### config.mk
export PLATFORM = sky130hd
export DESIGN_NAME = sorted_priority_queue
export DESIGN_NICKNAME = d
export VERILOG_FILES = /design/src/rtl/spq_pkg.sv /design/src/rtl/spq_mem.sv /design/src/rtl/spq_ctrl.sv /design/src/rtl/sorted_priority_queue.sv
export SDC_FILE = /design/constraint.sdc
export NUM_CORES = 1
export LEC_CHECK = 0
export ABC_AREA = 1
export BUFFER_PORTS_ARGS = -buffer_cell sky130_fd_sc_hd__buf_2
export CORE_ASPECT_RATIO = 0.5
export CORE_MARGIN = 8
export CORE_UTILIZATION = 50
export CTS_BUF_LIST = sky130_fd_sc_hd__clkbuf_4 sky130_fd_sc_hd__clkbuf_8
export DETAILED_ROUTE_END_ITERATION = 16
export PLACE_DENSITY = 0.67
export RECOVER_POWER = 100
export SLEW_MARGIN = 20
export SYNTH_ARGS = -nofsm -noshare
export SYNTH_HDL_FRONTEND = slang
export SYNTH_SLANG_ARGS = --single-unit
### constraint.sdc
create_clock -name clk -period 5.5 [get_ports clk]
set_clock_uncertainty 0.2 [all_clocks]
set_input_delay 1.1 -clock clk [delete_from_list [all_inputs] [get_ports clk]]
set_output_delay 1.1 -clock clk [all_outputs]
set_load 0.02 [all_outputs]
### src/rtl/spq_pkg.sv
// Shared types and codes for the sorted priority queue.
`default_nettype none

package spq_pkg;

  localparam int DEPTH_DEF = 8;

  typedef enum logic [1:0] {
    ACT_INSERT = 2'd0,
    ACT_REMOVE = 2'd1,
    ACT_LIST   = 2'd2
  } action_t;

  typedef enum logic [1:0] {
    ST_OK    = 2'd0,
    ST_FULL  = 2'd1,
    ST_EMPTY = 2'd2
  } status_t;

  typedef struct packed {
    logic [31:0] value;
    logic [15:0] rank;
  } entry_t;

  typedef struct packed {
    logic wr_en;
    logic rd_en;
  } mem_ctl_t;

  typedef struct packed {
    status_t     status;
    entry_t      entry;
    logic [3:0]  occupancy;
    logic        last;
  } res_t;

endpackage

`default_nettype wire

### src/rtl/spq_mem.sv
// Entry storage: one write port, one read port with registered read data.
`default_nettype none

module spq_mem
  import spq_pkg::*;
#(
  parameter int DEPTH = DEPTH_DEF,
  parameter int AW    = $clog2(DEPTH)
) (
  input  wire logic          clk,
  input  wire mem_ctl_t      ctl,
  input  wire logic [AW-1:0] wr_addr,
  input  wire entry_t        wr_entry,
  input  wire logic [AW-1:0] rd_addr,
  output entry_t             rd_entry
);

  entry_t slots [DEPTH];

  always_ff @(posedge clk) begin
    if (ctl.wr_en) begin
      slots[wr_addr] <= wr_entry;
    end
    // read data holds while no read is issued
    if (ctl.rd_en) begin
      rd_entry <= slots[rd_addr];
    end
  end

endmodule

`default_nettype wire

### src/rtl/spq_ctrl.sv
// Sequencer: walks the entry memory one slot per step, shared rank compare.
`default_nettype none

module spq_ctrl
  import spq_pkg::*;
#(
  parameter int DEPTH = DEPTH_DEF,
  parameter int AW    = $clog2(DEPTH),
  parameter int CW    = $clog2(DEPTH + 1)
) (
  input  wire logic          clk,
  input  wire logic          rst,
  input  wire logic          in_valid,
  output logic               in_ready,
  input  wire logic [1:0]    in_action,
  input  wire entry_t        in_entry,
  output mem_ctl_t           mem_ctl,
  output logic [AW-1:0]      wr_addr,
  output entry_t             wr_entry,
  output logic [AW-1:0]      rd_addr,
  input  wire entry_t        rd_entry,
  input  wire logic          out_free,
  output logic               res_valid,
  output res_t               res
);

  typedef enum logic [6:0] {
    S_IDLE    = 7'b0000001,
    S_INS_CMP = 7'b0000010,
    S_INS_PUT = 7'b0000100,
    S_REM_CAP = 7'b0001000,
    S_REM_MOV = 7'b0010000,
    S_LST_OUT = 7'b0100000,
    S_RESP    = 7'b1000000
  } state_t;

  localparam logic [CW-1:0] FULL_CNT = CW'(DEPTH);

  state_t        state, state_next;
  logic [CW-1:0] fill, fill_next;
  logic [CW-1:0] idx, idx_next;
  entry_t        key, key_next;
  entry_t        hold, hold_next;
  res_t          pend, pend_next;

  function automatic logic [3:0] occ(input logic [CW-1:0] f);
    logic [CW+3:0] e;
    e = {4'b0, f};
    return e[3:0];
  endfunction

  function automatic res_t mk_res(input status_t st, input entry_t en,
                                  input logic [CW-1:0] f, input logic lst);
    res_t r;
    r.status    = st;
    r.entry     = en;
    r.occupancy = occ(f);
    r.last      = lst;
    return r;
  endfunction

  always_ff @(posedge clk) begin
    if (rst) begin
      state <= S_IDLE;
      fill  <= '0;
    end else begin
      state <= state_next;
      fill  <= fill_next;
    end
    idx  <= idx_next;
    key  <= key_next;
    hold <= hold_next;
    pend <= pend_next;
  end

  always_comb begin
    state_next = state;
    fill_next  = fill;
    idx_next   = idx;
    key_next   = key;
    hold_next  = hold;
    pend_next  = pend;
    mem_ctl    = '0;
    wr_addr    = idx[AW-1:0];
    wr_entry   = key;
    rd_addr    = idx[AW-1:0];
    res_valid  = 1'b0;
    res        = pend;
    in_ready   = (state == S_IDLE);

    case (state)
      S_IDLE: begin
        if (in_valid) begin
          key_next = in_entry;
          case (in_action)
            ACT_INSERT: begin
              if (fill == FULL_CNT) begin
                pend_next  = mk_res(ST_FULL, '0, fill, 1'b1);
                state_next = S_RESP;
              end else if (fill == '0) begin
                mem_ctl.wr_en = 1'b1;
                wr_addr       = '0;
                wr_entry      = in_entry;
                fill_next     = CW'(1);
                pend_next     = mk_res(ST_OK, '0, CW'(1), 1'b1);
                state_next    = S_RESP;
              end else begin
                // walk down from the top, shifting larger ranks up
                idx_next      = fill;
                mem_ctl.rd_en = 1'b1;
                rd_addr       = AW'(fill - CW'(1));
                state_next    = S_INS_CMP;
              end
            end
            ACT_REMOVE: begin
              if (fill == '0) begin
                pend_next  = mk_res(ST_EMPTY, '0, fill, 1'b1);
                state_next = S_RESP;
              end else begin
                mem_ctl.rd_en = 1'b1;
                rd_addr       = '0;
                idx_next      = CW'(1);
                state_next    = S_REM_CAP;
              end
            end
            ACT_LIST: begin
              if (fill == '0) begin
                pend_next  = mk_res(ST_EMPTY, '0, fill, 1'b1);
                state_next = S_RESP;
              end else begin
                mem_ctl.rd_en = 1'b1;
                rd_addr       = '0;
                idx_next      = '0;
                state_next    = S_LST_OUT;
              end
            end
            default: begin
            end
          endcase
        end
      end

      S_INS_CMP: begin
        // rd_entry holds slot idx-1
        mem_ctl.wr_en = 1'b1;
        wr_addr       = idx[AW-1:0];
        if ($signed(rd_entry.rank) > $signed(key.rank)) begin
          wr_entry = rd_entry;
          idx_next = CW'(idx - CW'(1));
          if (idx == CW'(1)) begin
            state_next = S_INS_PUT;
          end else begin
            mem_ctl.rd_en = 1'b1;
            rd_addr       = AW'(idx - CW'(2));
          end
        end else begin
          wr_entry   = key;
          fill_next  = CW'(fill + CW'(1));
          pend_next  = mk_res(ST_OK, '0, CW'(fill + CW'(1)), 1'b1);
          state_next = S_RESP;
        end
      end

      S_INS_PUT: begin
        mem_ctl.wr_en = 1'b1;
        wr_addr       = idx[AW-1:0];
        wr_entry      = key;
        fill_next     = CW'(fill + CW'(1));
        pend_next     = mk_res(ST_OK, '0, CW'(fill + CW'(1)), 1'b1);
        state_next    = S_RESP;
      end

      S_REM_CAP: begin
        hold_next = rd_entry;
        if (idx == fill) begin
          fill_next  = CW'(fill - CW'(1));
          pend_next  = mk_res(ST_OK, rd_entry, CW'(fill - CW'(1)), 1'b1);
          state_next = S_RESP;
        end else begin
          mem_ctl.rd_en = 1'b1;
          rd_addr       = idx[AW-1:0];
          state_next    = S_REM_MOV;
        end
      end

      S_REM_MOV: begin
        // rd_entry holds slot idx, moves down one
        mem_ctl.wr_en = 1'b1;
        wr_addr       = AW'(idx - CW'(1));
        wr_entry      = rd_entry;
        idx_next      = CW'(idx + CW'(1));
        if (CW'(idx + CW'(1)) == fill) begin
          fill_next  = CW'(fill - CW'(1));
          pend_next  = mk_res(ST_OK, hold, CW'(fill - CW'(1)), 1'b1);
          state_next = S_RESP;
        end else begin
          mem_ctl.rd_en = 1'b1;
          rd_addr       = AW'(idx + CW'(1));
        end
      end

      S_LST_OUT: begin
        if (out_free) begin
          res_valid = 1'b1;
          res       = mk_res(ST_OK, rd_entry, fill, CW'(idx + CW'(1)) == fill);
          if (CW'(idx + CW'(1)) == fill) begin
            state_next = S_IDLE;
          end else begin
            idx_next      = CW'(idx + CW'(1));
            mem_ctl.rd_en = 1'b1;
            rd_addr       = AW'(idx + CW'(1));
          end
        end
      end

      S_RESP: begin
        if (out_free) begin
          res_valid  = 1'b1;
          state_next = S_IDLE;
        end
      end

      default: begin
        state_next = S_IDLE;
      end
    endcase
  end

endmodule

`default_nettype wire

### src/rtl/sorted_priority_queue.sv
// Sorted priority queue, top level with output register.
// Holds up to DEPTH (value, rank) entries in ascending rank order in a small
// single-read-port memory; equal ranks keep arrival order. One transfer is
// taken at a time and s_axis_tready stays low until its results are handed
// to the output register. An insert shifts each stored entry of larger rank
// up one slot, walking down from the top, then writes the new entry; a
// remove takes the head and moves each entry left behind down one slot; a
// list hands out one result per cycle while m_axis_tready is high; errors
// and empty cases give one status result, an unused action code none.
// A result still waiting in the output register holds the sequencer. The
// pace is set by the one read port of the entry memory, whose read data
// is registered, and by the sequencer stepping one slot at a time.
`default_nettype none

module sorted_priority_queue
  import spq_pkg::*;
#(
  parameter int DEPTH = DEPTH_DEF
) (
  input  wire logic        clk,
  input  wire logic        rst,
  input  wire logic        s_axis_tvalid,
  output logic             s_axis_tready,
  input  wire logic [47:0] s_axis_tdata,  // item_value[31:0], item_rank[47:32]
  input  wire logic [1:0]  s_axis_tuser,  // action[1:0]
  output logic             m_axis_tvalid,
  input  wire logic        m_axis_tready,
  output logic [55:0]      m_axis_tdata,  // out_value[31:0], out_rank[47:32],
                                          // occupancy[51:48], zero[55:52]
  output logic [1:0]       m_axis_tuser,  // status[1:0]
  output logic             m_axis_tlast
);

  localparam int AW = $clog2(DEPTH);
  localparam int CW = $clog2(DEPTH + 1);

  mem_ctl_t      mem_ctl;
  logic [AW-1:0] wr_addr;
  logic [AW-1:0] rd_addr;
  entry_t        wr_entry;
  entry_t        rd_entry;
  entry_t        in_entry;
  logic          out_free;
  logic          res_valid;
  res_t          res;
  res_t          res_q;

  assign in_entry.value = s_axis_tdata[31:0];
  assign in_entry.rank  = s_axis_tdata[47:32];
  assign out_free       = !m_axis_tvalid || m_axis_tready;

  spq_ctrl #(
    .DEPTH (DEPTH),
    .AW    (AW),
    .CW    (CW)
  ) u_ctrl (
    .clk       (clk),
    .rst       (rst),
    .in_valid  (s_axis_tvalid),
    .in_ready  (s_axis_tready),
    .in_action (s_axis_tuser),
    .in_entry  (in_entry),
    .mem_ctl   (mem_ctl),
    .wr_addr   (wr_addr),
    .wr_entry  (wr_entry),
    .rd_addr   (rd_addr),
    .rd_entry  (rd_entry),
    .out_free  (out_free),
    .res_valid (res_valid),
    .res       (res)
  );

  spq_mem #(
    .DEPTH (DEPTH),
    .AW    (AW)
  ) u_mem (
    .clk      (clk),
    .ctl      (mem_ctl),
    .wr_addr  (wr_addr),
    .wr_entry (wr_entry),
    .rd_addr  (rd_addr),
    .rd_entry (rd_entry)
  );

  always_ff @(posedge clk) begin
    if (rst) begin
      m_axis_tvalid <= 1'b0;
    end else if (res_valid) begin
      m_axis_tvalid <= 1'b1;
    end else if (m_axis_tready) begin
      m_axis_tvalid <= 1'b0;
    end
    if (res_valid) begin
      res_q <= res;
    end
  end

  assign m_axis_tdata = {4'b0, res_q.occupancy, res_q.entry.rank, res_q.entry.value};
  assign m_axis_tuser = res_q.status;
  assign m_axis_tlast = res_q.last;

endmodule

`default_nettype wire

==> results.yml, run 1 <==
run_status:
  outcome: "complete, but fails checks"
  violations: "capacitance limit, slew limit"
routing:
  wl_met2_mm: 30.9
  wl_met3_mm: 7.35
  first_iter_violations: 2271
  highest_layer: "met4"
  dr.pass1.iters: 8
  drc: 0
  antenna_left: 0
  wl_per_cell_um: 20.6
  wl_met1_mm: 32.4
  num_vias: 19348
  drt-total-wl_mm: 72.0
  vias_per_cell: 5.55
critical_path:
  crit_family: "buffers and inverters"
  cpMostUsedCell: "nor2_1"
  endpoint_kind: "flop"
  critical-path-max-stage-delay_ns: 2.55
  worst_ep_required_time_ns: 5.48
  cp_cell_sequence: "nor2_1 -> nand3_1 -> nor2_2 -> inv_2 -> nor2_1 -> clkbuf_1"
  path_max_fanout: 48
  crit_path_start_kind: "flop"
  critPathSlowestCell: "clkbuf_1"
  path_buf_inv: 2
  worst_ep_arrival_time_ns: 4.78
  crit_type: "reg -> reg"
sta:
  setup_tns_ns: 0
  finalCritPeriodShare: 0.873
  final_hold_viol_count: 0
  grt_setup_unrepaired: "no"
  worstMarginPinSlew_ns: 3.63
  finalCriticalPeriod_ns: 4.80
  final_max_slew_viol_count: 360
  slew-limit-headroom: -1.42
  fmax_mhz: 208
  finalSetupViolCount: 0
placement:
  dpl.hpwl_mm: 42.6
  port_buffers: 110
  place.gp.congestion: 0.877
synthesis:
  netlist_top_cells_area: "edfxtp_1 68%, nand2_1 7.9%, nand3_1 5.6%"
  ys_warn_count: 0
  synth_top_area_cell: "edfxtp_1"
  post_synth.cell_area_avg_um2: 11.1
  synth_cell_types: 42
  ys_ff_latch: 653
  synth_top_area_frac: 0.678
  syn_inst: 2552
  netlist_area_um2: 28400
  yosysSeqAreaShare: 0.686
cts:
  cts_hold_buf: 0
  clock_sinks: 653
  htree_levels: 3
  cts_resized: 0
  clk_pin_slew_ns: 0.06
  cts-root-buf: "clkbuf_8"
  insertion_delay_ns: 0.68
  cts_setup_buffers: 0
  cts_tree: "done"
  cts_buffer_depth: 3
  numCtsBuffers: 92
floorplanning:
  io_pins: 115
  rows: 61
  start_util: 0.508
  die_h_um: 185
  fp.dieW_um: 353
  core_um2: 55900
  die_area_um2: 65200
cells_and_area:
  layout_commonest_cell: "edfxtp_1"
  final_cell_mix: "641 x edfxtp_1, 594 x nand2_1, 317 x nand3_1, 260 x inv_1, 203 x o21ai_0"
  drive_gt1_frac: 0.0912
  fill_cells: 4749
  area_growth_pct: 10.2
  nets: 2745
  antennaDiodeCount: 0
grt:
  grt_use_total: 0.216
  first_global_vias: 18299
  grt_max_degree: 85
  antenna_found_initial: 1
  grt_pass1_wl_mm: 110
  grt.overflow.total: 0
min_path:
  hp-class: "reg -> reg"
job:
  cap_violations: 8
[path summary, 6_finish.rpt]
check	cells after the start	from	to	slack [ns]
max	6	u_ctrl.state[2]	u_ctrl.key[36]	0.70
max reg2reg	6	u_ctrl.state[2]	u_ctrl.key[36]	0.70
min reg2reg	2	u_ctrl.state[6]	u_ctrl.state[6]	0.28
min	2	u_ctrl.state[6]	u_ctrl.state[6]	0.28
[per-layer routing]
layer / global-route usage / vias up
met5: 0 / -
met4: 0.0551 / 0
met3: 0.0482 / 114
met2: 0.323 / 871
met1: 0.320 / 9362
li1: - / 9001
[cells by family after synthesis]
| family | Yosys count | synth area share |
|---|---|---|
| buffers and inverters | 415 | 0.0608 |
| AOI/OAI and AO/OA | 348 | 0.0669 |
| and+or+nand+nor | 1099 | 0.171 |
| adders and majority gates | 28 | 0.0123 |
| other | 1 | 0.000132 |
| xor gates and xnor gates | 8 | 0.00247 |
| DFF | 653 | 0.686 |
[synthesized netlist by cell type]
cell type / n
edfxtp_1: 641
nand2_1: 596
nand3_1: 317
inv_1: 258
o21ai_0: 181
o21ai_1: 65
clkbuf_1: 61
nor2_1: 59
or2_0: 56
buf_2: 52
a21oi_1: 44
ha_1: 28
o211ai_1: 28
buf_4: 21
or2_2: 21
or2_1: 17
inv_2: 16
o221ai_1: 14
dfxtp_1: 12
nand4_1: 8
nand2_2: 6
nor2_2: 6
xor2_1: 5
o22ai_1: 4
a211oi_1: 3
a22oi_1: 3
buf_1: 3
buf_6: 3
nor2_4: 3
nor3_1: 3
nor4_1: 3
xnor2_1: 3
nand3_2: 2
o31ai_1: 2
a211o_1: 1
a21o_1: 1
a31oi_1: 1
and3_1: 1
conb_1: 1
inv_4: 1
nand2_4: 1
o2111ai_1: 1
[registers in the layout, indices dropped and copies added (netlist names)]
name and count:
m_axis_tdata 52, m_axis_tlast 1, m_axis_tvalid 1, u_mem.rd_entry 48, m_axis_tuser 2, u_ctrl.state 7
u_ctrl.pend 54, u_ctrl.hold 48, u_ctrl.idx 4, u_mem.slots 384, u_ctrl.fill 4, u_ctrl.key 48
[final cells by class]
cell class | count | area (um^2) | area share
Clock buffer | 124 | 1530 | 0.0489
Clock inverter | 38 | 298 | 0.00951
Inverter | 275 | 1030 | 0.0331
Multi-Input combinational cell | 1487 | 7240 | 0.231
Sequential cell | 653 | 19500 | 0.623
Tap cell | 756 | 946 | 0.0302
Timing Repair Buffer | 154 | 771 | 0.0246
[per-stage QoR]
step,setup WS (ns),hold WS [ns],cells,cell area [um^2],util
after global placement,1.06,0.272,3324,29700,0.532
after detailed placement,1.15,0.271,3325,29700,0.532
after floorplan,0.848,0.250,2555,28400,-
after global routing,0.494,0.310,3487,31300,0.560
after CTS,1.29,0.281,3487,31600,0.565
final,0.701,0.278,3487,31300,0.560
[worst min-delay path, delay by kind of cell, from the launching register on]
family,cells,cell delay (ns)
DFF,1,0.32
AOI/OAI and AO/OA,1,0.05
and+or+nand+nor,1,0.06
Power of run 1 is not shown: default switching activity piles up to over one toggle a cycle in this logic, so the estimate is an artifact.
==> run 2, diff against run 1 <==
--- a/config.mk
+++ b/config.mk
@@ -11,10 +11,12 @@
 export CORE_MARGIN = 8
 export CORE_UTILIZATION = 50
 export CTS_BUF_LIST = sky130_fd_sc_hd__clkbuf_4 sky130_fd_sc_hd__clkbuf_8
+export CTS_CLUSTER_SIZE = 20
 export DETAILED_ROUTE_END_ITERATION = 16
 export PLACE_DENSITY = 0.67
 export RECOVER_POWER = 100
 export SLEW_MARGIN = 20
 export SYNTH_ARGS = -nofsm -noshare
 export SYNTH_HDL_FRONTEND = slang
+export SYNTH_HIERARCHICAL = 1
 export SYNTH_SLANG_ARGS = --single-unit
==> results.yml, run 2 <==
routing:
  drt-total-wl_mm: 82.6
  vias_per_cell: 5.32
  first_iter_violations: 2455
  num_vias: 22296
  wl_per_cell_um: 19.7
  drc: 0
  antenna_left: 0
  dr.pass1.iters: 7
cts:
  clk_pin_slew_ns: 0.06
  cts_hold_buf: 0
  numCtsBuffers: 94
  clock_sinks: 653
  htree_levels: 3
  cts_buffer_depth: 3
  cts_tree: "done"
  cts_setup_buffers: 0
  insertion_delay_ns: 0.71
  cts-root-buf: "clkbuf_8"
  cts_resized: 0
synthesis:
  synth_cell_types: 46
  synth-compound-area-share: 0.0521
  synth_edf_count: 641
  post_synth.cell_area_avg_um2: 9.59
  netlist_area_um2: 30700
  synth_top_area_cell: "edfxtp_1"
  syn_inst: 3206
  synth_top_area_frac: 0.626
  ys_ff_latch: 653
  yosysSeqAreaShare: 0.634
  synth_xor_xnor_area_share: 0.00305
  synthFlopType: "edfxtp_1"
  netlist_top_cells_count: "1064 x nand2_1, 641 x edfxtp_1, 536 x inv_1"
  synth_most_common_cell: "nand2_1"
  synth-simple-area-share: 0.207
  ys_warn_count: 6
  async_flop_share: 0
  netlist_top_cells_area: "edfxtp_1 63%, nand2_1 13%, inv_1 6.5%"
  synth_adder_area_share: 0.0114
  synth_top_family_by_area: "simple AND/OR/NAND/NOR gates"
  muxShareOfSynthArea: 0
placement:
  place_ws_ns: 1.09
  port_buffers: 110
  dpl.hpwl_mm: 51.4
  place.gp.congestion: 0.903
  place_inst: 4020
critical_path:
  worst_ep_arrival_time_ns: 4.79
  critical-path-max-stage-delay_ns: 0.83
  worst_ep_required_time_ns: 5.50
  path_max_fanout: 41
  crit_type: "reg -> reg"
  endpoint_kind: "flop"
  critPathSlowestCell: "clkbuf_2"
  ff2ff_path_depth: 11
  cp_cell_sequence: "ha_1 -> nand2_1 -> inv_1 -> nand3_1 -> nor3_1 -> nand3_1 -> nand3_1 -> clkbuf_2 -> nand2_1 -> nand3_1 -> nand4_1"
  crit_path_start_kind: "flop"
  cpMostUsedCell: "nand3_1"
sta:
  finalCritPeriodShare: 0.870
  grt_setup_unrepaired: "no"
  final_hold_viol_count: 0
  final_max_slew_viol_count: 546
  finalSetupViolCount: 0
  finalCriticalPeriod_ns: 4.79
  worstMarginPinSlew_ns: 3.31
  fmax_mhz: 209
  slew-limit-headroom: -1.21
  setup_ws_ns: 0.713
  holdWs_ns: 0.320
  setup_tns_ns: 0
min_path:
  hp-class: "reg -> reg"
  whs_path_depth: 2
floorplanning:
  start_util: 0.504
  rows: 64
  core_um2: 60900
  io_pins: 115
  die_h_um: 191
  die_area_um2: 70200
  fp.dieW_um: 367
power:
  p_leak_nw: 14.2
  peakVddDrop_uv: 769
  power.density_nw_per_um2: 644
cells_and_area:
  drive_gt1_frac: 0.0687
  area_growth_pct: 9.44
  final_util: 0.552
  final_cell_mix: "1066 x nand2_1, 641 x edfxtp_1, 538 x inv_1, 316 x nand3_1, 184 x o21ai_0"
  largest-register: "u_mem/slots"
  instances_no_fill: 4190
  layout_commonest_cell: "nand2_1"
  largest_reg_flops: 384
  nets: 3373
grt:
  antenna_found_initial: 4
  grt_pass1_wl_mm: 125
  grt.overflow.total: 0
  grt_use_total: 0.231
  grt_max_degree: 193
  first_global_vias: 20835
run_status:
  violations: "capacitance limit, slew limit"
  outcome: "complete, but fails checks"
job:
  cap_violations: 11
==> run 2: changes by cell type after synthesis, sizes merged, moves of 7 or more <==
cell	change
o221ai	-12
o21ai	-39
buf	+25
nand2	+470
o211ai	+18
a21oi	-21
nand4	+38
nor2	-7
inv	+275
or2	-91
==> run 2: logic make-up after synthesis <==
| logic type | Yosys count |
|---|---|
| simple gates | 1513 |
| other cells | 1 |
| xor+xnor | 9 |
| compound gates | 288 |
| flops | 653 |
| buf+inv | 714 |
| fa+ha+maj | 28 |
==> run 2: layer usage <==
metal	vias up	GRT usage	part of all wire	wire length, um
li1	10616	-	-	-
met1	10547	0.344	0.45	37500
met2	1009	0.321	0.40	33400
met3	124	0.0739	0.12	10000
met4	0	0.0645	0.020	1660
met5	-	0	0	0
==> run 2: worst max-delay path, delay by kind of cell (launching register included) <==
kind	cells	cell delay [ns]
simple gates	8	2.23
buf+inv	2	0.90
flops	1	0.54
fa+ha+maj	1	0.37
==> run 2: per-stage QoR <==
step	instance area, um^2	total power (W)
final	33600	0.0217
after global routing	33600	0.0230
after CTS	33900	0.0216
after detailed placement	32100	0.0177
after global placement	32100	0.0175
after floorplan	30800	0.0145
==> run 2: layout make-up <==
| class | count | area, um^2 |
|---|---|---|
| clock inverter | 37 | 256 |
| antenna | 1 | 2.50 |
| multi-input combinational | 1842 | 8450 |
| timing repair buffer | 149 | 741 |
| inverter | 551 | 2070 |
| tap | 825 | 1030 |
| sequential | 653 | 19500 |
| clock buffer | 132 | 1600 |
| fill | 5346 | 27300 |
==> run 2: where the power goes <==
part / leakage, nW / switching [W] / internal, W / total [W]
clock: 0.977 / 0.00187 / 0.00198 / 0.00386
combinational: 7.31 / 0.00713 / 0.00235 / 0.00948
sequential: 5.95 / 0.000683 / 0.00764 / 0.00832
total: 14.2 / 0.00969 / 0.0120 / 0.0217
==> run 2: final timing paths <==
check | start | slack [ns] | end
min | u_ctrl/hold[25] | 0.32 | u_ctrl/pend[30]
max reg2reg | u_mem/rd_entry[11] | 0.71 | u_mem/slots[2][36]
min reg2reg | u_ctrl/hold[25] | 0.32 | u_ctrl/pend[30]
max | u_mem/rd_entry[11] | 0.71 | u_mem/slots[2][36]
Power figures use the tool's default switching activity.
